$ cat src/rtl/core/whcc_pkg.sv
package whcc_pkg;

   localparam int MaxHashBits = 16;
   localparam int HashLimit   = (MaxHashBits < 16) ? MaxHashBits : 16;
   localparam int MapAddrBits = MaxHashBits;

   localparam int HashWidth  = 16;
   localparam int PadWidth   = 4;
   localparam int LenWidth   = 5;
   localparam int ModeWidth  = 2;
   localparam int CountWidth = 24;
   localparam logic [CountWidth-1:0] CountMax = {CountWidth{1'b1}};

   localparam int QueueDepth   = 4;
   localparam int QueuePtrBits = 2;
   localparam int QueueCntBits = 3;

   localparam int CsrAddrBits = 3;
   localparam int CsrDataBits = 32;

   typedef enum logic [ModeWidth-1:0] {
      MODE_SUM     = 2'd0,
      MODE_PRODUCT = 2'd1,
      MODE_FOLD    = 2'd2,
      MODE_SPARE   = 2'd3
   } mode_type;

   typedef enum logic {
      REG_HASH_MODE = 1'b0,
      REG_HASH_BITS = 1'b1
   } reg_index_type;

   typedef struct packed {
      mode_type              mode;
      logic [LenWidth-1:0]   eff_bits;
      logic                  restart;
   } cfg_type;

   typedef struct packed {
      logic [PadWidth-1:0]   pad;
      logic [HashWidth-1:0]  value;
   } hq_type;

   typedef struct packed {
      logic [CountWidth-1:0] total;
      logic                  collided;
      logic [HashWidth-1:0]  hash;
   } rsp_type;

   function automatic logic [HashWidth-1:0] hash_mask(input logic [LenWidth-1:0] len);
      logic [HashWidth:0] wide;
      begin
         wide = ((HashWidth+1)'(1) << len) - (HashWidth+1)'(1);
         return wide[HashWidth-1:0];
      end
   endfunction

endpackage

$ cat src/rtl/core/whcc_csr.sv
module whcc_csr (
   input  logic                               clock,
   input  logic                               reset,
   input  logic                               csr_psel,
   input  logic                               csr_penable,
   input  logic                               csr_pwrite,
   input  logic [whcc_pkg::CsrAddrBits-1:0]   csr_paddr,
   input  logic [whcc_pkg::CsrDataBits-1:0]   csr_pwdata,
   output logic [whcc_pkg::CsrDataBits-1:0]   csr_prdata,
   output logic                               csr_pready,
   output whcc_pkg::cfg_type                  cfg
);

   logic [whcc_pkg::ModeWidth-1:0] mode_ff, mode_in;
   logic [whcc_pkg::LenWidth-1:0]  bits_ff, bits_in;
   logic                           restart_ff, restart_in;
   logic                           wr_en;
   whcc_pkg::reg_index_type        reg_sel;

   assign csr_pready = 1'b1;
   assign wr_en      = csr_psel & csr_penable & csr_pwrite & csr_pready;
   assign reg_sel    = whcc_pkg::reg_index_type'(csr_paddr[2]);

   always_comb begin
      mode_in    = mode_ff;
      bits_in    = bits_ff;
      restart_in = wr_en;
      if (wr_en) begin
         unique case (reg_sel)
            whcc_pkg::REG_HASH_MODE: mode_in = csr_pwdata[whcc_pkg::ModeWidth-1:0];
            whcc_pkg::REG_HASH_BITS: bits_in = csr_pwdata[whcc_pkg::LenWidth-1:0];
         endcase
      end
   end

   always_ff @(posedge clock) begin
      if (reset) begin
         mode_ff    <= whcc_pkg::MODE_SUM;
         bits_ff    <= whcc_pkg::LenWidth'(8);
         restart_ff <= 1'b0;
      end else begin
         mode_ff    <= mode_in;
         bits_ff    <= bits_in;
         restart_ff <= restart_in;
      end
   end

   always_comb begin
      csr_prdata = '0;
      unique case (reg_sel)
         whcc_pkg::REG_HASH_MODE: csr_prdata[whcc_pkg::ModeWidth-1:0] = mode_ff;
         whcc_pkg::REG_HASH_BITS: csr_prdata[whcc_pkg::LenWidth-1:0]  = bits_ff;
      endcase
   end

   // Clamp the kept width to 1..HashLimit.
   always_comb begin
      cfg.mode = whcc_pkg::mode_type'(mode_ff);
      if (bits_ff == '0) begin
         cfg.eff_bits = whcc_pkg::LenWidth'(1);
      end else if (bits_ff > whcc_pkg::LenWidth'(whcc_pkg::HashLimit)) begin
         cfg.eff_bits = whcc_pkg::LenWidth'(whcc_pkg::HashLimit);
      end else begin
         cfg.eff_bits = bits_ff;
      end
      cfg.restart = restart_ff;
   end

endmodule

$ cat config.mk
export PLATFORM = sky130hd
export DESIGN_NAME = whcc_csr
export DESIGN_NICKNAME = d
export VERILOG_FILES = /design/src/rtl/core/whcc_pkg.sv /design/src/rtl/core/whcc_csr.sv
export SDC_FILE = /design/constraint.sdc
export NUM_CORES = 1
export LEC_CHECK = 0
export BUFFER_PORTS_ARGS = -buffer_cell sky130_fd_sc_hd__buf_4
export CAP_MARGIN = 20
export CORE_UTILIZATION = 30
export CTS_BUF_LIST = sky130_fd_sc_hd__clkbuf_8
export CTS_CLUSTER_SIZE = 20
export DETAILED_ROUTE_END_ITERATION = 8
export PLACE_DENSITY = 0.89
export SYNTH_ARGS = -nofsm -noshare
export SYNTH_HDL_FRONTEND = slang
export SYNTH_SLANG_ARGS = --single-unit
$ cat constraint.sdc
create_clock -name clock -period 1.05 [get_ports clock]
set_clock_uncertainty 0.2 [all_clocks]
set_input_delay 0.105 -clock clock [delete_from_list [all_inputs] [get_ports clock]]
set_output_delay 0.105 -clock clock [all_outputs]
set_load 0.05 [all_outputs]
# --- Word level (Yosys, flattened, before mapping) ---
# Index checks and enable logic that the tools add are counted.
classes:
  bitwise_logic: 3
  n_lt_le_gt_ge: 1
  muxes: 4
  reduce_logical: 3
ops:
  columns: ["operator", "n"]
  rows:
  - ["two-way mux 5 bit", 2]
  - ["> comparator 5 bit (second input constant)", 1]
  - ["logical NOT 5 bit", 1]
  - ["case mux 2 bit (2 select lines)", 1]
  - ["AND reduction 2 bit", 2]
  - ["two-way mux 3 bit", 1]
  - ["bitwise AND 1 bit", 2]
  - ["NOT 1 bit", 1]
word_totals:
  in_bits: 40
  elab_cells: 14
  output_inout_bits: 41
  ff_bits: 8

# --- Longest topological paths before layout ---
# Gate-level depths: netlist (run 1).
logic_depth:
  ltp_word: 3
  ltp_mapped: 3
  depth_no_buf: 2

# --- Worst setup path before layout (run 1) ---
# Ideal clock, no wire load.
synth_timing:
  kind: "reg-to-output"
  startpoint: "register bits_ff[1] (netlist bit)"
  endpoint: "output port cfg[1] (netlist bit)"
  t_required_ns: 0.745
  stages_incl_launch_ff: 3
  path_slack_ns: -0.708
  n_path_buf: 0
  t_arrival_ns: 1.453
  cell_sequence: "dfxtp_1 -> or3_1 -> a21oi_1"
synth_rtl:
  columns: ["item", "line", "source"]
  rows:
  - ["start, declared", "whcc_csr.sv:15", "logic [whcc_pkg::LenWidth-1:0] bits_ff, bits_in;"]
  - ["start signal, assigned", "whcc_csr.sv:39", "bits_ff <= whcc_pkg::LenWidth'(8);"]
  - ["start signal, assigned", "whcc_csr.sv:43", "bits_ff <= bits_in;"]
  - ["end, declared", "whcc_csr.sv:11", "output whcc_pkg::cfg_type cfg"]

==> impl_metrics.toml, run 1 <==
[run_status]
status = "finished with violations"
violations = "setup timing"

[pwr]
p_leak_nw = 0.516
power.switching_mw = 0.455
finalPower_mw = 1.14
p_int_mw = 0.681
ir_drop_mv = 0.725
p_sw_share_pct = 40.1
p_comb_share_pct = 38.5
clock_power_share_pct = 33.8
seqPwrFrac_pct = 27.7
p_per_area_nw_per_um2 = 1040

[detailed_routing]
drtAntennaViolNets = 0
vias = 522
vias_per_cell = 3.73
dr.pass1.iters = 3
wl_per_cell_um = 10.1
finalWirelength_um = 1420
drc_errors = 0
first_iter_violations = 7

[setup_path]
max_stage_delay_ns = 0.39
critPathSlowestCell = "or3_4"
rr_startpoint = "bits_ff[3]$_SDFFE_PP1P_"
r2r_setup_slack_ns = 0.01
worstSetupStartpointType = "flip-flop"
critPathBufInv = 1
reg2reg_depth = 4
critPathKind = "reg -> out"
worstPathRequired_ns = 0.74
critPathTopFamily = "simple AND/OR/NAND/NOR gates"
worstSetupEndpointType = "output port"
crit_arrival_ns = 1.22
crit_fanout = 2
rr_endpoint = "bits_ff[3]$_SDFFE_PP1P_"
crit_chain = "or3_4 > a21oi_4 > buf_6"

[cts]
cts-root-buf = "clkbuf_8"
cts_buffer_depth = 2
cts_tree = "done"
cts_made_buffers = 3
htree_levels = 1
clk_pin_slew_ns = 0.04
clk_latency_ns = 0.23
clock-sinks = 8

[synth]
synth_top_area_share_pct = 33.5
synth.largest_area_cell = "buf_4"
syn_area_um2 = 651
synth_warnings = 0
synth.avg_cell_area_um2 = 8.56
ys_seq_area_share_pct = 24.6
netlist-cell-type-count = 17
synthTopCellsByArea = "buf_4, dfxtp_1, mux2i_1, nand2b_1, and2_2"
ys_seq_elements = 8
syn_inst = 76

[floorplan]
die_h_um = 48.6
die_area_um2 = 2360
rows = 16
initial_core_util_pct = 32.5
core_area_um2 = 2000
die_x_um = 48.6
ios = 81

[finish]
drive_gt1_share_pct = 46.9
finalCoreUtilization_pct = 54.6
antenna_cells = 0
stdcell_count = 140
num-nets-final = 154
syn2layout_area_growth_pct = 67.9

[sta]
fin_crit_sh_pct = 145
fin_crit_ns = 1.53
rsz0062_at_grt = "yes"
setup_viol = 12
setup_tns_ns = -2.74
finalWorstSetupSlack_ns = -0.477
hold_viol = 0
drv_slew = 0
fmax_ghz = 0.655

[global_route]
grtUsageTotal_pct = 13.6
grt_first_pass_wirelength_um = 2330
grt_max_degree = 14
antenna_found_initial = 0
overflow = 0
grt_pass1_vias = 515

[place]
place_congestion = 0.681
dp_cells = 125
hpwlAfterDp_um = 1000
numPortBuffers = 23

[min_path]
hp-start = "reset"
whs_path_depth = 3
min_to = "bits_ff[3]$_SDFFE_PP1P_"
hold_path_class = "in -> reg"

[run]
max-cap-violations = 0
==> worst min-delay path, delay by kind of cell <==
family | cells | cell delay (ns)
buffers and inverters | 1 | 0.15
multiplexers | 1 | 0.06
AND/OR/NAND/NOR | 1 | 0.08
==> cells in the mapped netlist <==
master	number
nor2b_1	3
inv_1	1
and4b_1	1
and4_1	1
dfxtp_1	8
buf_6	1
a21oi_1	1
and2_2	3
nand3_1	1
conb_1	2
clkbuf_1	2
nand2b_1	10
mux2i_1	7
or3_1	1
buf_4	29
mux2_2	2
nor2_1	3
==> power by group through the flow <==
stage	logic [mW]	clock network (mW)	registers (mW)
floorplan	0.388	0	0.325
global placement	0.373	0	0.319
detailed placement	0.376	0	0.320
CTS	0.424	0.394	0.314
global route	0.455	0.411	0.315
finish	0.438	0.384	0.315
==> cell families (layout without fill, tap and decap cells) <==
| family | Yosys count | after routing | share of synthesized area (%) |
|---|---|---|---|
| buffers and inverters | 33 | 44 | 36.9 |
| DFF | 8 | 8 | 24.6 |
| and+or+nand+nor | 23 | 23 | 22.3 |
| muxes | 9 | 9 | 14.2 |
| other | 2 | 28 | 1.15 |
| AOI/OAI and AO/OA | 1 | 1 | 0.768 |
==> timing repair <==
item / in CTS / in global routing
gates resized for setup: 28 / 14
pin swaps: 1 / 0
cloned: 0 / 0
setup buffers: 2 / 4
endpoints found under the setup margin: 12 / 16
hold buffers: 9 / 0
endpoints found under the hold margin: 7 / 0
==> cells in the final DEF (no fill, tap or decap) <==
cell           netlist  layout
conb_1               2      28
nor2_4               0       1
buf_6                1       9
nor2_1               3       2
buf_8                0       9
nor2b_4              0       3
mux2_4               0       2
and4_1               1       1
and2_4               0       3
nand2b_4             0       1
dlygate4sd3_1        0       9
and4b_1              1       1
buf_4               29      12
clkbuf_8             0       3
or3_4                0       1
mux2i_1              7       6
inv_1                1       2
dfxtp_2              0       4
dfxtp_1              8       1
nand3_1              1       1
a21oi_4              0       1
dfxtp_4              0       3
mux2i_2              0       1
nand2b_1            10       9
==> registers in the layout, summed over array words and instances, names as in the netlist <==
name        count
mode_ff         2
restart_ff      1
bits_ff         5
==> worst max-delay path by stage <==
stage / startpoint / end / cells after the start
2_1_floorplan: bits_ff[3]$_SDFFE_PP1P_ / cfg[1] / 2
3_3_place_gp: bits_ff[3]$_SDFFE_PP1P_ / cfg[1] / 3
3_5_place_dp: bits_ff[3]$_SDFFE_PP1P_ / cfg[1] / 3
4_1_cts: bits_ff[3]$_SDFFE_PP1P_ / cfg[1] / 3
5_1_grt: bits_ff[3]$_SDFFE_PP1P_ / cfg[1] / 3
6_report: bits_ff[3]$_SDFFE_PP1P_ / cfg[1] / 3
==> per-stage QoR <==
step                      cell area [µm²]  hold WS (ns)  setup WS (ns)
after floorplan                       803        0.0309         -0.278
after global placement                807         0.153         -0.249
after detailed placement              807         0.162         -0.254
after CTS                            1040        0.0183         -0.482
after global routing                 1090        0.0296         -0.508
final                                1090        0.0166         -0.477
==> cell type report <==
| cell class | count | area [µm²] |
|---|---|---|
| Fill cell | 185 | 910 |
| Multi-Input combinational cell | 61 | 417 |
| Timing Repair Buffer | 39 | 417 |
| Sequential cell | 8 | 176 |
| Clock buffer | 3 | 41.3 |
| Tap cell | 27 | 33.8 |
| Clock inverter | 1 | 3.75 |
| Inverter | 1 | 3.75 |
==> layer usage <==
metal | wire [µm] | up-vias | track usage (%)
met1 | 509 | 238 | 13.0
met4 | 8 | 0 | 4.41
met5 | 0 | - | 0
met2 | 792 | 26 | 24.4
met3 | 104 | 2 | 7.86
li1 | - | 256 | -
No activity file was read; power rests on OpenSTA's default activity.
==> inputs of run 2 (changes only) <==
--- a/config.mk
+++ b/config.mk
@@ -7,11 +7,11 @@
 export LEC_CHECK = 0
 export BUFFER_PORTS_ARGS = -buffer_cell sky130_fd_sc_hd__buf_4
 export CAP_MARGIN = 20
-export CORE_UTILIZATION = 30
+export CORE_UTILIZATION = 33
 export CTS_BUF_LIST = sky130_fd_sc_hd__clkbuf_8
 export CTS_CLUSTER_SIZE = 20
 export DETAILED_ROUTE_END_ITERATION = 8
-export PLACE_DENSITY = 0.89
+export PLACE_DENSITY = 0.92
 export SYNTH_ARGS = -nofsm -noshare
 export SYNTH_HDL_FRONTEND = slang
 export SYNTH_SLANG_ARGS = --single-unit
==> constraint.sdc (replaced) <==
create_clock -name clock -period 1.65 [get_ports clock]
set_clock_uncertainty 0.2 [all_clocks]
set_input_delay 0.165 -clock clock [delete_from_list [all_inputs] [get_ports clock]]
set_output_delay 0.165 -clock clock [all_outputs]
set_load 0.05 [all_outputs]
==> run 2 against run 1 <==
Net effect:
- the run now ends clean
- cell area is 28% lower
- die area decreased by 8.7%
- via count is 10% lower
- flip-flop and latch count did not move
- sequential share of layout area rose by 4.4 points
- clock-buffer cell count unchanged
- global-route usage decreased by 1.3 points
- critical path type unchanged
==> impl_metrics.toml, run 2 (synthesis gave the netlist of run 1 again) <==
[detailed_routing]
drc_errors = 0
drtAntennaViolNets = 0
vias_per_cell = 3.80
wl_per_cell_um = 9.24
first_iter_violations = 2
dr.pass1.iters = 2
vias = 468
finalWirelength_um = 1140

[sta]
fin_crit_ns = 1.61
setup_tns_ns = 0
setup_viol = 0
drv_slew = 0
fin_crit_sh_pct = 97.3
rsz0062_at_grt = "no"
finalWorstSetupSlack_ns = 0.0448
fmax_ghz = 0.623
hold_viol = 0

[cts]
cts_made_buffers = 3
post-cts-setup-buffers = 0
htree_levels = 1
cts_buffer_depth = 2
clock-sinks = 8
cts-root-buf = "clkbuf_8"
cts_tree = "done"
clk_latency_ns = 0.23
clk_pin_slew_ns = 0.04

[finish]
syn2layout_area_growth_pct = 20.8
drive_gt1_share_pct = 33.7
antenna_cells = 0
layout_common_cells = "conb_1, buf_4, nand2b_1"
final_common_cell = "conb_1"
nFillCells = 179
reg.largest.list = "bits_ff x5, mode_ff x2, restart_ff x1"
num-nets-final = 140
largest_register_ffs = 5
largest_register = "bits_ff"

[pwr]
p_per_area_nw_per_um2 = 854
ir_drop_mv = 0.327
p_leak_nw = 0.390

[place]
place_congestion = 0.705
place_ws_ns = 0.237
numPortBuffers = 23

[floorplan]
core_area_um2 = 1780
ios = 81
die_x_um = 46.4
rows = 15
initial_core_util_pct = 36.5
die_area_um2 = 2150
die_h_um = 46.4

[run_status]
status = "completed"

[setup_path]
reg2reg_depth = 2
worstSetupStartpointType = "flip-flop"
crit_arrival_ns = 1.24
worstPathRequired_ns = 1.28
crit_fanout = 4
critPathKind = "reg -> out"
worstSetupEndpointType = "output port"

[global_route]
busiest_layer = "met2"
grt_first_pass_wirelength_um = 1770
grt_pass1_vias = 412
grt_max_degree = 14
met2_usage_pct = 21.1
antenna_found_initial = 0
grt.met3_usage_pct = 4.71
overflow = 0
grtUsageTotal_pct = 12.3
grtUsageMet1_pct = 11.9

[min_path]
hold_path_class = "in -> reg"
whs_path_depth = 3

[run]
max-cap-violations = 0
## run 2: per-stage QoR
step                      std cells  utilization [%]  total power [mW]  hold WS [ns]  cell area, µm²
final                           123             44.1             0.671        0.0201             786
after global placement          118             40.4             0.433         0.204             719
after CTS                       123             44.0             0.679        0.0207             785
after detailed placement        118             40.4             0.435         0.209             719
after global routing            123             44.1             0.705        0.0260             786
after floorplan                 102                -             0.451        0.0909             752
## run 2: worst paths after layout
path                      startpoint                       to  slack, ns
min                    csr_pwdata[4]  bits_ff[4]$_SDFFE_PP0P_       0.02
min reg2reg  mode_ff[1]$_SDFFE_PP0P_  mode_ff[1]$_SDFFE_PP0P_       0.30
max          bits_ff[1]$_SDFFE_PP0P_                   cfg[1]       0.04
max reg2reg  bits_ff[4]$_SDFFE_PP0P_  bits_ff[4]$_SDFFE_PP0P_       0.71
## run 2: area by class of cell
type                       count  area (µm²)  area share, %
sequential                     8         161           20.5
clock buffer                   3        41.3           5.25
multi-input combinational     61         352           44.7
inverter                       1        3.75          0.478
timing repair buffer          25         196           25.0
tap                           25        31.3           3.98
## run 2: worst max-delay path: stages, from the launching register on
cell and delay (ns):
dfxtp_2 0.33, or3_1 0.38, a21oi_2 0.14, buf_6 0.17
## run 2: repair_timing
action,4_1_cts,5_1_grt
gates resized for setup,1,1
pin swaps,0,1
hold buffers,2,0
setup endpoints to repair,1,1
endpoints found under the hold margin,1,0
## run 2: metal layers
| metal | wire, µm | part of all wire (%) | vias up |
|---|---|---|---|
| li1 | - | - | 225 |
| met1 | 441 | 39 | 206 |
| met2 | 580 | 51 | 37 |
| met3 | 114 | 10 | 0 |
| met4 | 0 | 0 | 0 |
| met5 | 0 | 0 | - |
## run 2: report_power, final
part           leakage, nW  internal, mW  switching (mW)  total, mW
Clock               0.0216         0.158          0.0766      0.235
Combinational        0.303        0.0430           0.190      0.233
Sequential          0.0653         0.199         0.00406      0.203
