File: src/rtl/core/whcc_pkg.sv
package whcc_pkg;

   localparam int MaxHashBits = 16;
   localparam int HashLimit   = (MaxHashBits < 16) ? MaxHashBits : 16;
   localparam int MapAddrBits = MaxHashBits;

   localparam int HashWidth  = 16;
   localparam int PadWidth   = 4;
   localparam int LenWidth   = 5;
   localparam int ModeWidth  = 2;
   localparam int CountWidth = 24;
   localparam logic [CountWidth-1:0] CountMax = {CountWidth{1'b1}};

   localparam int QueueDepth   = 4;
   localparam int QueuePtrBits = 2;
   localparam int QueueCntBits = 3;

   localparam int CsrAddrBits = 3;
   localparam int CsrDataBits = 32;

   typedef enum logic [ModeWidth-1:0] {
      MODE_SUM     = 2'd0,
      MODE_PRODUCT = 2'd1,
      MODE_FOLD    = 2'd2,
      MODE_SPARE   = 2'd3
   } mode_type;

   typedef enum logic {
      REG_HASH_MODE = 1'b0,
      REG_HASH_BITS = 1'b1
   } reg_index_type;

   typedef struct packed {
      mode_type              mode;
      logic [LenWidth-1:0]   eff_bits;
      logic                  restart;
   } cfg_type;

   typedef struct packed {
      logic [PadWidth-1:0]   pad;
      logic [HashWidth-1:0]  value;
   } hq_type;

   typedef struct packed {
      logic [CountWidth-1:0] total;
      logic                  collided;
      logic [HashWidth-1:0]  hash;
   } rsp_type;

   function automatic logic [HashWidth-1:0] hash_mask(input logic [LenWidth-1:0] len);
      logic [HashWidth:0] wide;
      begin
         wide = ((HashWidth+1)'(1) << len) - (HashWidth+1)'(1);
         return wide[HashWidth-1:0];
      end
   endfunction

endpackage

File: src/rtl/core/whcc_fifo.sv
module whcc_fifo (
   input  logic             clock,
   input  logic             reset,
   input  logic             push,
   input  whcc_pkg::hq_type push_data,
   output logic             full,
   input  logic             pop,
   output logic             not_empty,
   output whcc_pkg::hq_type pop_data
);

   whcc_pkg::hq_type                  entry_ff [whcc_pkg::QueueDepth];
   logic [whcc_pkg::QueuePtrBits-1:0] wr_ptr_ff, wr_ptr_in;
   logic [whcc_pkg::QueuePtrBits-1:0] rd_ptr_ff, rd_ptr_in;
   logic [whcc_pkg::QueueCntBits-1:0] count_ff, count_in;
   logic                              do_push, do_pop;

   assign full      = (count_ff == whcc_pkg::QueueCntBits'(whcc_pkg::QueueDepth));
   assign not_empty = (count_ff != '0);
   assign pop_data  = entry_ff[rd_ptr_ff];
   assign do_push   = push & ~full;
   assign do_pop    = pop & not_empty;

   always_comb begin
      wr_ptr_in = wr_ptr_ff + whcc_pkg::QueuePtrBits'(do_push);
      rd_ptr_in = rd_ptr_ff + whcc_pkg::QueuePtrBits'(do_pop);
      count_in  = count_ff + whcc_pkg::QueueCntBits'(do_push)
                  - whcc_pkg::QueueCntBits'(do_pop);
   end

   always_ff @(posedge clock) begin
      if (reset) begin
         wr_ptr_ff <= '0;
         rd_ptr_ff <= '0;
         count_ff  <= '0;
      end else begin
         wr_ptr_ff <= wr_ptr_in;
         rd_ptr_ff <= rd_ptr_in;
         count_ff  <= count_in;
      end
   end

   always_ff @(posedge clock) begin
      if (do_push) begin
         entry_ff[wr_ptr_ff] <= push_data;
      end
   end

endmodule

File: config.mk
export PLATFORM = sky130hd
export DESIGN_NAME = whcc_fifo
export DESIGN_NICKNAME = d
export VERILOG_FILES = /design/src/rtl/core/whcc_pkg.sv /design/src/rtl/core/whcc_fifo.sv
export SDC_FILE = /design/constraint.sdc
export NUM_CORES = 1
export LEC_CHECK = 0
export BUFFER_PORTS_ARGS = -buffer_cell sky130_fd_sc_hd__buf_2
export CAP_MARGIN = 20
export CORE_ASPECT_RATIO = 0.6
export CORE_UTILIZATION = 30
export DETAILED_ROUTE_END_ITERATION = 12
export PLACE_DENSITY_LB_ADDON = 0.1
export SKIP_CTS_REPAIR_TIMING = 1
export SYNTH_ARGS = -nofsm -noshare
export SYNTH_HDL_FRONTEND = slang
export SYNTH_SLANG_ARGS = --single-unit
File: constraint.sdc
create_clock -name clock -period 3.65 [get_ports clock]
set_input_delay 0.1825 -clock clock [delete_from_list [all_inputs] [get_ports clock]]
set_output_delay 0.1825 -clock clock [all_outputs]
set_load 0.01 [all_outputs]
== Word-level counts from Yosys, hierarchy flattened ==
Memory sizes are Yosys's and may differ from the RTL's. A register that Yosys moved wholly into a read port is not among the register bits.
Index checks and enable logic that the tools add are counted.
W data, S select, Z words.
Word-level totals
  bits in registers: 7
  bits in writable memories: 80
  input port bits: 24
  memories: 1
Memory list
  entry_ff: depth 4, width 20, rd ports 1, clocked after memory_dff 1, write ports 1, line whcc_fifo.sv:12  | whcc_pkg::hq_type entry_ff [whcc_pkg::QueueDepth];
Operators by class
  $add $sub $neg: 4
  equal/unequal tests: 1
  muxes and demuxes: 3
  bitwise operators: 3
  reductions and logical operators: 1
Operator list (number)
  $add A2 B1 Y2: 2
  $add A3 B1 Y3: 1
  $eq A3 B3 Y1 const B: 1
  $reduce_bool A3 Y1: 1
  $sub A3 B1 Y3: 1
  $and A1 B1 Y1: 2
  $mux W1: 2
  $mux W2: 1
  $not A1 Y1: 1

== Depth between registers and ports, before layout ==
Gate-level depths: netlist of the first run.
  depth in word-level cells: 5
  mapped depth: 9
  depth with buffers taken out: 9

== Least setup slack after synthesis of the first run ==
No wires, ideal clock.
  path type: register to register
  start: register count_ff[2] in the netlist's numbering
  end: memory entry_ff[1][0] in the netlist's numbering (enable)
  library setup time: 0.427 ns
  arrival time: 2.225 ns
  data required time: 3.223 ns
  setup slack: 0.999 ns
  stages on the path, launching flop included: 4
  clock period less this slack: 2.651 ns
  cell sequence: dfxtp_1 nor3b_2 nand2b_4 nor3b_1
On the way
  cells in the longest elaborated chain, start to end: 5
RTL lines
  from (decl): line whcc_fifo.sv:15  | logic [whcc_pkg::QueueCntBits-1:0] count_ff, count_in;
  from (signal assigned): line whcc_fifo.sv:39  | count_ff <= count_in;
  $eq A3 B3 Y1: line whcc_fifo.sv:18  | assign full = (count_ff == whcc_pkg::QueueCntBits'(whcc_pkg::QueueDepth));
  net full: line whcc_fifo.sv:6  | output logic full,
  $not A1 Y1: line whcc_fifo.sv:21  | assign do_push = push & ~full;
  $and A1 B1 Y1: line whcc_fifo.sv:21
  $mux W1: line whcc_fifo.sv:44  | if (do_push) begin
  $mux W1 (not written as such): line whcc_fifo.sv:45  | entry_ff[wr_ptr_ff] <= push_data;
  to (decl): line whcc_fifo.sv:12
The timed path passes the listed nets, and every way through them passes these cells.

==> run summary, run 1 <==
=================================================================================
Sequential area share after synthesis ..............................        78.2%
Clock slew seen by the registers of the worst setup and hold paths .      0.06 ns
Worst Setup Start Kind .............................................    flip-flop
Area added between synthesis and finish ............................        22.5%
Synthesized Nets ...................................................          166
Post-DR vias/cell ..................................................         4.41
Peak clock frequency supported by timing ...........................    0.460 GHz
Number of global-route vias before repair ..........................         1609
Switching share of total power .....................................        27.1%
Overall power after layout .........................................    0.00275 W
Via count ..........................................................         1500
Yosys warnings .....................................................            0
Total length of routed wires .......................................      5.80 mm
Dominant cell type by area after synthesis .........................     edfxtp_1
Core footprint .....................................................    10600 um2
Antenna cell count .................................................            0
Fraction of final layout cells sized beyond drive strength 1 .......        45.8%
Worst hold-check path type .........................................    in -> reg
Antenna violations before repair ...................................            1
Slew Limit Fails ...................................................            0
Maximum number of pins on one net before global-route repair .......           23
Skew-Pair Late Insertion Delay .....................................      0.33 ns
TritonCTS buffer count .............................................            9
Hold Slack .........................................................    0.0624 ns
Peak ir drop on the vdd network ....................................       254 uV
Per-cell routed wire length ........................................      17.1 um
Count of different cell masters after synthesis ....................           22
Starting density of the core .......................................        30.8%
Clk sinks ..........................................................           87
Clock Tree Root ....................................................    clkbuf_16
Area of the die ....................................................    11300 um2
Share of the cycle needed by the critical path after routing .......        59.5%
Vert. Die Dim ......................................................      82.6 um
Most frequent cells in the layout .................................. edfxtp_1, buf_2, mux4_2
First-pass GRT wire length .........................................      9.00 mm
Worst slew slack as a fraction of its limit ........................        44.9%
Post-synth top area share ..........................................        73.9%
Clock network fraction of total power ..............................        29.8%
Post-layout net count ..............................................          223
Average footprint of a synthesized cell ............................     23.4 um2
Share of power burned in combinational logic .......................        22.0%
Cells after synthesis ..............................................          139
Hold violation total from the final report .........................            0
Num rows ...........................................................           29
Synthesized cell area ..............................................     3250 um2
Routability-driven placement congestion ratio ......................        0.721
Unrepaired setup endpoints after global routing ....................           no
Number of endpoints failing setup at the final stage ...............            0
Element type at the critical path end .............................. primary output
Leakage ............................................................      1.34 nW
Top post-synthesis cells by area ................................... edfxtp_1, mux4_2, dfxtp_1, xnor2_1, ha_1
Router iterations before antenna repair ............................            4
Critical path data arrival time ....................................      1.99 ns
IO Count ...........................................................           46
Most common cell after layout, fill and taps aside .................     edfxtp_1
Largest fanout of any net on the critical path .....................           22
Count of fill cells added during filler insertion ..................          995
DR iter-0 viols ....................................................          101
Detail Route Antenna Nets ..........................................            0
Internal power summed over all cells ...............................    0.00200 W
Total net switching power ..........................................   0.000743 W
Placed wire-length estimate after detailed placement ...............      3.63 mm
Critical Setup Path Class ..........................................   reg -> out
Outcome ............................................................ complete, no violations
Number of buffers between clock root and the deepest sink ..........            2
Remaining design rule violation count ..............................            0
Setup Skew .........................................................   0.00661 ns
WP data required ...................................................      3.47 ns
Synth Register Bits ................................................           87
Accumulated negative setup slack ...................................         0 ns
Die width ..........................................................       136 um
GR Overflow Total ..................................................            0
Measured slew at the worst slew-check pin ..........................     0.826 ns
# Max-Cap Violations ...............................................            0
H-Tree Level Count .................................................            3
Final critical delay including setup and external delays ...........      2.17 ns
TritonCTS clock tree ...............................................          yes
Flop pwr share .....................................................        48.2%
Power density relative to cell area ................................   690 nW/um2
Total global routing track utilization .............................        11.8%
Number of buffer cells added on primary ports ......................           45
=================================================================================
[Yosys cell counts]
cell      number
and3_1         1
buf_2          2
buf_6          2
dfxtp_1        7
edfxtp_1      80
fa_1           1
ha_1           2
inv_1          1
inv_2          1
mux4_2        20
nand2b_4       1
nand3_1        1
nor2_1         4
nor2b_1        3
nor3_1         1
nor3b_1        2
nor3b_2        1
o311ai_1       1
o31ai_2        1
or3_1          1
xnor2_1        4
xor2_1         2
[critical path, cell delays in order, from the launching register on]
cell     delay, ns
dfxtp_2       0.87
mux4_2        0.62
buf_2         0.16
[final cells by class]
| class | count | area (um2) | share of cell area (%) |
|---|---|---|---|
| Clock buffer | 9 | 225 | 5.66 |
| Clock inverter | 7 | 46.3 | 1.16 |
| Inverter | 2 | 7.51 | 0.189 |
| Multi-Input combinational cell | 46 | 682 | 17.1 |
| Sequential cell | 87 | 2540 | 63.9 |
| Tap cell | 139 | 174 | 4.37 |
| Timing Repair Buffer | 50 | 303 | 7.61 |
[final timing paths]
kind                                   start              to  slack, ns  depth (start not counted)
worst max register to register   count_ff[2]     count_ff[2]       1.54                          9
worst min register to register  wr_ptr_ff[1]    wr_ptr_ff[1]       0.60                          2
worst min-delay path            push_data[9]  entry_ff[0][9]       0.06                          1
worst max-delay path            rd_ptr_ff[0]    pop_data[17]       1.48                          2
[cells by family after synthesis]
family / share of synthesized area [%]
DFF: 78.2
muxes: 13.9
buffers and inverters: 1.23
adders and majority gates: 1.39
and+or+nand+nor: 3.00
AOI/OAI and AO/OA: 0.655
xor gates and xnor gates: 1.62
[metrics by stage]
| step | std cells | instance area, um2 | setup slack [ns] | utilization, % |
|---|---|---|---|---|
| 3_5_place_dp | 322 | 3650 | 1.53 | 34.6 |
| 3_3_place_gp | 322 | 3650 | 1.58 | 34.6 |
| 2_1_floorplan | 139 | 3250 | 0.999 | - |
| 5_1_grt | 340 | 3980 | 1.27 | 37.7 |
| 4_1_cts | 338 | 3930 | 1.37 | 37.2 |
| 6_report | 340 | 3980 | 1.48 | 37.7 |
[power groups by stage]
stage / logic (W) / registers (W) / clock network [W]
after CTS: 0.000593 / 0.00135 / 0.000844
after detailed placement: 0.000589 / 0.00137 / 0
after floorplan: 0.000447 / 0.00128 / 0
after global routing: 0.000654 / 0.00135 / 0.000882
final: 0.000603 / 0.00132 / 0.000818
after global placement: 0.000576 / 0.00136 / 0
[state kept, by name, indices dropped and copies added, names as in the netlist]
| signal | count |
|---|---|
| rd_ptr_ff | 2 |
| count_ff | 3 |
| wr_ptr_ff | 2 |
| entry_ff | 80 |
[metal layers]
layer	GRT usage (%)	vias up	routed length (um)
met5	0	-	0
met4	4.56	0	84
met3	5.49	11	335
met2	19.0	35	2840
met1	13.9	767	2540
li1	-	687	-
Note: power is estimated with default switching activity, not from simulation.
==> inputs of run 2 (changes only) <==
--- a/config.mk
+++ b/config.mk
@@ -5,6 +5,7 @@
 export SDC_FILE = /design/constraint.sdc
 export NUM_CORES = 1
 export LEC_CHECK = 0
+export ABC_AREA = 1
 export BUFFER_PORTS_ARGS = -buffer_cell sky130_fd_sc_hd__buf_2
 export CAP_MARGIN = 20
 export CORE_ASPECT_RATIO = 0.6
==> constraint.sdc (replaced) <==
create_clock -name clock -period 2.3 [get_ports clock]
set_input_delay 0.115 -clock clock [delete_from_list [all_inputs] [get_ports clock]]
set_output_delay 0.115 -clock clock [all_outputs]
set_load 0.01 [all_outputs]
==> run summary, run 2 <==
=================================================================================
Count of different cell masters after synthesis ....................           24
H-Tree Level Count .................................................            3
Remaining design rule violation count ..............................            3
Worst slew slack as a fraction of its limit ........................        72.0%
Most frequently used cell type in the post-synthesis netlist .......     edfxtp_1
GRT met3 Usage .....................................................        5.08%
EDFF count, synth ..................................................           80
Antenna cell count .................................................            0
Post-layout net count ..............................................          339
Number of endpoints failing setup at the final stage ...............            0
Commonest register cell after synthesis ............................     edfxtp_1
TritonCTS buffer count .............................................            9
Area of the die ....................................................    11700 um2
Synthesized Nets ...................................................          272
Clock Tree Root ....................................................    clkbuf_16
R2r setup slk ......................................................      0.52 ns
Skew-Pair Late Insertion Delay .....................................      0.34 ns
Worst Setup Start Kind .............................................    flip-flop
Clock slew seen by the registers of the worst setup and hold paths .      0.06 ns
Largest Register ...................................................     entry_ff
Unrepaired setup endpoints after global routing ....................           no
Post-DR vias/cell ..................................................         4.51
Core footprint .....................................................    10800 um2
Reg-to-reg endpoint ................................................  count_ff[2]
Post-place instance area ...........................................     3770 um2
Average footprint of a synthesized cell ............................     13.8 um2
Peak ir drop on the vdd network ....................................       392 uV
Num rows ...........................................................           29
Violations in the final reports .................................... design-rule violations
Placed wire-length estimate after detailed placement ...............      4.33 mm
Post-synth top area share ..........................................        71.1%
Worst hold-check path type .........................................    in -> reg
Fraction of final layout cells sized beyond drive strength 1 .......        25.9%
Post-route cell area ...............................................     4230 um2
WP data required ...................................................      2.53 ns
DR iter-0 viols ....................................................          142
Antenna violations before repair ...................................            0
Met1 capacity usage during global routing ..........................        19.3%
Vert. Die Dim ......................................................      84.2 um
Router iterations before antenna repair ............................            8
Measured slew at the worst slew-check pin ..........................     0.420 ns
DP Cell Count ......................................................          426
Max FFs per register ...............................................           80
IO Count ...........................................................           46
Element type at the critical path end ..............................    flip-flop
Final std cells w/o fill ...........................................          456
First-pass GRT wire length .........................................      11.5 mm
Area added between synthesis and finish ............................        25.0%
Die width ..........................................................       139 um
Maximum number of pins on one net before global-route repair .......           42
Via count ..........................................................         2055
Peak clock frequency supported by timing ...........................    0.561 GHz
Top cells by instance count after synthesis ........................ edfxtp_1, nor2_1, o21ai_0, o22ai_1, inv_1
Top Registers ...................................................... entry_ff: 80 flops, count_ff: 3 flops
Outcome ............................................................ finished, violations left
GRT Max-Usage Layer ................................................         met1
Async set-or-reset flop fraction in the synthesized netlist ........           0%
Slew Limit Fails ...................................................            0
Sequential area share after synthesis ..............................        75.2%
Per-cell routed wire length ........................................      15.8 um
Number of buffers between clock root and the deepest sink ..........            2
Synth Register Bits ................................................           87
TritonCTS clock tree ...............................................          yes
Worst reg2reg path depth ...........................................           10
Dominant cell type by area after synthesis .........................     edfxtp_1
# Max-Cap Violations ...............................................            0
Total length of routed wires .......................................      7.20 mm
Hold violation total from the final report .........................            0
Hold depth .........................................................            1
Most common cell after layout, fill and taps aside .................     edfxtp_1
Largest fanout of any net on the critical path .....................            6
Critical Setup Path Class ..........................................   reg -> reg
Yosys warnings .....................................................            0
Cells after synthesis ..............................................          245
Synthesized cell area ..............................................     3380 um2
Critical path data arrival time ....................................      2.01 ns
GR Overflow Total ..................................................            0
Origin of the worst min-delay path ................................. push_data[13]
Detail Route Antenna Nets ..........................................            0
Share of the cycle needed by the critical path after routing .......        77.4%
Total global routing track utilization .............................        13.5%
Power density relative to cell area ................................  1120 nW/um2
Met2 Resource Use GR ...............................................        18.3%
R2r startpoint .....................................................  count_ff[1]
Capture endpoint of the worst hold path ............................ entry_ff[0][13]
Top post-synthesis cells by area ................................... edfxtp_1, nor2_1, o21ai_0, dfxtp_1, o22ai_1
Clk sinks ..........................................................           87
Number of global-route vias before repair ..........................         2025
Leakage ............................................................      1.53 nW
Routability-driven placement congestion ratio ......................        0.729
Final critical delay including setup and external delays ...........      1.78 ns
Setup Skew .........................................................   0.00531 ns
Most frequent cells in the layout .................................. edfxtp_1, nor2_1, buf_2
Starting density of the core .......................................        31.4%
Number of buffer cells added on primary ports ......................           45
=================================================================================
[run 2: cell types whose count changed after synthesis, sizes merged, moves of 2 or more]
cell / change
buf: +9
nor3: +3
nor3b: -3
mux4: -20
inv: +10
nor2b: -3
o21ai: +41
xor2: -2
xnor2: -2
o22ai: +20
nand2: +10
nor2: +45
[run 2: final cells by class]
class | count | area (um2)
Timing Repair Buffer | 69 | 440
Fill cell | 1036 | 6550
Multi-Input combinational cell | 133 | 709
Sequential cell | 87 | 2540
Tap cell | 139 | 174
Inverter | 12 | 47.5
Clock buffer | 9 | 225
Clock inverter | 7 | 86.3
[run 2: worst max-delay path by stage]
stage | from | to | slack (ns) | cells past startpoint
after floorplan | count_ff[1] | entry_ff[0][0] | -0.12 | 4
after global placement | count_ff[1] | count_ff[2] | 0.57 | 10
after detailed placement | count_ff[1] | count_ff[1] | 0.53 | 10
after CTS | count_ff[1] | count_ff[1] | 0.51 | 10
after global routing | count_ff[1] | count_ff[2] | 0.39 | 10
final | count_ff[1] | count_ff[2] | 0.52 | 10
[run 2: metal layers]
| layer | share of wire (%) | vias up |
|---|---|---|
| met5 | 0 | - |
| met4 | 1.1 | 0 |
| met3 | 4.2 | 8 |
| met2 | 41 | 39 |
| met1 | 54 | 979 |
| li1 | - | 1029 |
[run 2: through the flow]
stage	hold WS, ns	util [%]	power (W)	setup TNS, ns	setup slack [ns]
detailed placement	0.337	35.0	0.00327	0	0.527
CTS	-0.0181	37.9	0.00479	0	0.508
global placement	0.339	35.0	0.00328	0	0.572
finish	0.00756	39.2	0.00475	0	0.519
global route	0.00105	39.2	0.00502	0	0.394
floorplan	0.186	-	0.00285	-9.73	-0.122
[run 2: cells by family after synthesis]
logic type	after synthesis	synth area share [%]
DFF	87	75.2
and+or+nand+nor	66	8.29
AOI/OAI and AO/OA	62	10.3
buffers and inverters	25	4.40
adders and majority gates	3	1.33
xor gates and xnor gates	2	0.518
[run 2: power by group]
group          total [W]  leakage [nW]  internal [W]  switching, W
Sequential       0.00203         0.790       0.00195     0.0000795
Clock            0.00151         0.155      0.000943      0.000572
Combinational    0.00120         0.584      0.000421      0.000781
[run 2: critical path, stage by stage, from the launching register on]
cell and delay (ns):
dfxtp_1 0.34, inv_2 0.09, nand2_2 0.07, o21ai_4 0.26
inv_2 0.06, nand2_1 0.06, nand2_1 0.05, ha_1 0.19
fa_1 0.39, nor2_1 0.12, nor2_1 0.05
==> inputs of run 3 (changes only) <==
--- a/config.mk
+++ b/config.mk
@@ -5,7 +5,7 @@
 export SDC_FILE = /design/constraint.sdc
 export NUM_CORES = 1
 export LEC_CHECK = 0
-export ABC_AREA = 1
+export ABC_AREA = 0
 export BUFFER_PORTS_ARGS = -buffer_cell sky130_fd_sc_hd__buf_2
 export CAP_MARGIN = 20
 export CORE_ASPECT_RATIO = 0.6
==> constraint.sdc (replaced) <==
create_clock -name clock -period 1.5 [get_ports clock]
set_input_delay 0.075 -clock clock [delete_from_list [all_inputs] [get_ports clock]]
set_output_delay 0.075 -clock clock [all_outputs]
set_load 0.01 [all_outputs]
==> run summary, run 3 (same netlist as run 1, synthesis figures left out) <==
=================================================================================
Unrepaired setup endpoints after global routing ....................          yes
Num rows ...........................................................           29
Setup WS post-layout ...............................................    -0.377 ns
Worst hold-check path type .........................................    in -> reg
Routability-driven placement congestion ratio ......................        0.746
WP data required ...................................................      1.73 ns
Area added between synthesis and finish ............................        41.9%
Count of fill cells added during filler insertion ..................          914
Peak ir drop on the vdd network ....................................       690 uV
Number of buffers between clock root and the deepest sink ..........            2
Number of buffer cells added on primary ports ......................           45
Number of global-route vias before repair ..........................         1696
First-pass GRT wire length .........................................      8.95 mm
Per-cell routed wire length ........................................      16.7 um
GR Overflow Total ..................................................            0
Detail Route Antenna Nets ..........................................            0
Number of endpoints failing setup at the final stage ...............           83
Clk sinks ..........................................................           87
Hold Slack .........................................................  -0.00744 ns
Setup Skew .........................................................   0.00503 ns
Worst path cell trace .............................................. nor3b_4, nand2b_4, inv_2, xnor2_1, ha_2, fa_2, xnor2_2, xnor2_1, nor2_1
Total global routing track utilization .............................        11.6%
Violations in the final reports .................................... negative hold slack, negative setup slack
Max stage delay on crit path .......................................      0.35 ns
# Max-Cap Violations ...............................................            0
TritonCTS clock tree ...............................................          yes
Router iterations before antenna repair ............................            4
Outcome ............................................................ finished, violations left
Post-route core utilization ........................................        43.7%
Antenna violations before repair ...................................            0
Top Registers ...................................................... entry_ff: 80 flops, count_ff: 3 flops
Clock Tree Root ....................................................    clkbuf_16
Post-place instance area ...........................................     3860 um2
Skew-Pair Late Insertion Delay .....................................      0.33 ns
Clock slew seen by the registers of the worst setup and hold paths .      0.06 ns
Share of the cycle needed by the critical path after routing .......         125%
Leakage ............................................................      1.61 nW
Post-route cell area ...............................................     4610 um2
TritonCTS buffer count .............................................            9
Worst Setup Start Kind .............................................    flip-flop
DR iter-0 viols ....................................................           77
Antenna cell count .................................................            0
Area of the die ....................................................    11300 um2
Worst slew slack as a fraction of its limit ........................        81.0%
Peak clock frequency supported by timing ...........................    0.533 GHz
Power density relative to cell area ................................  1690 nW/um2
Hold violation total from the final report .........................            2
IO Count ...........................................................           46
H-Tree Level Count .................................................            3
Remaining design rule violation count ..............................            0
Die width ..........................................................       136 um
Critical Setup Path Class ..........................................   reg -> reg
Fraction of final layout cells sized beyond drive strength 1 .......        50.8%
Total length of routed wires .......................................      6.35 mm
Crit-path leading delay family .....................................  adder cells
Critical path data arrival time ....................................      2.10 ns
Cell occurring most often along the worst timing path ..............      xnor2_1
Most common cell after layout, fill and taps aside .................     edfxtp_1
Max FFs per register ...............................................           80
Final critical delay including setup and external delays ...........      1.88 ns
Maximum number of pins on one net before global-route repair .......           21
Cell at the slowest stage of the critical path .....................      dfxtp_2
Starting density of the core .......................................        30.8%
Worst path buffer plus inverter count ..............................            1
Vert. Die Dim ......................................................      82.6 um
Accumulated negative setup slack ...................................     -8.81 ns
Core footprint .....................................................    10600 um2
Via count ..........................................................         1686
Measured slew at the worst slew-check pin ..........................     0.281 ns
Post-layout net count ..............................................          265
Slew Limit Fails ...................................................            0
Most frequent cells in the layout .................................. edfxtp_1, buf_2, buf_6
Placed wire-length estimate after detailed placement ...............      4.14 mm
Post-DR vias/cell ..................................................         4.43
Largest Register ...................................................     entry_ff
Largest fanout of any net on the critical path .....................            3
Element type at the critical path end ..............................    flip-flop
=================================================================================
==> run 3: worst register-to-register path: stages (launching register included) <==
cell,delay [ns]
dfxtp_2,0.35
nor3b_4,0.21
nand2b_4,0.17
inv_2,0.04
xnor2_1,0.12
ha_2,0.18
fa_2,0.35
xnor2_2,0.16
xnor2_1,0.13
nor2_1,0.05
==> run 3: cell type report <==
class	instances	area [um2]	area share (%)
clock buffer	9	225	4.88
clock inverter	6	86.3	1.87
timing repair buffer	91	825	17.9
multi-input combinational	47	743	16.1
tap	139	174	3.77
inverter	2	7.51	0.163
sequential	87	2550	55.3
==> run 3: final timing paths <==
kind / start / to / slack (ns) / depth (start not counted)
worst max-delay path: count_ff[0] / count_ff[2] / -0.38 / 9
worst min-delay path: reset / count_ff[2] / -0.007 / 2
worst max register to register: count_ff[0] / count_ff[2] / -0.38 / 9
worst min register to register: count_ff[1] / count_ff[2] / 0.70 / 3
==> run 3: per-layer routing <==
| layer | share of wire [%] | up-vias | global-route usage, % |
|---|---|---|---|
| met5 | 0 | - | 0 |
| met3 | 4.4 | 8 | 3.97 |
| met1 | 47 | 868 | 14.0 |
| met4 | 1.4 | 0 | 6.00 |
| met2 | 47 | 38 | 18.8 |
| li1 | - | 772 | - |
==> run 3: stage by stage <==
step	setup WS, ns	total power (W)	std cells	hold WS, ns
after floorplan	-0.425	0.00423	139	0.139
after global placement	-0.319	0.00501	340	0.284
after detailed placement	-0.405	0.00507	340	0.296
after CTS	-0.422	0.00737	355	-0.0612
after global routing	-0.477	0.00814	381	0.00103
final	-0.377	0.00780	381	-0.00744
==> run 3: power by group <==
| group | total [W] | internal (W) | leakage [nW] | switching (W) |
|---|---|---|---|---|
| registers | 0.00310 | 0.00297 | 0.792 | 0.000126 |
| logic | 0.00241 | 0.00140 | 0.670 | 0.00100 |
| clock network | 0.00230 | 0.00144 | 0.151 | 0.000853 |
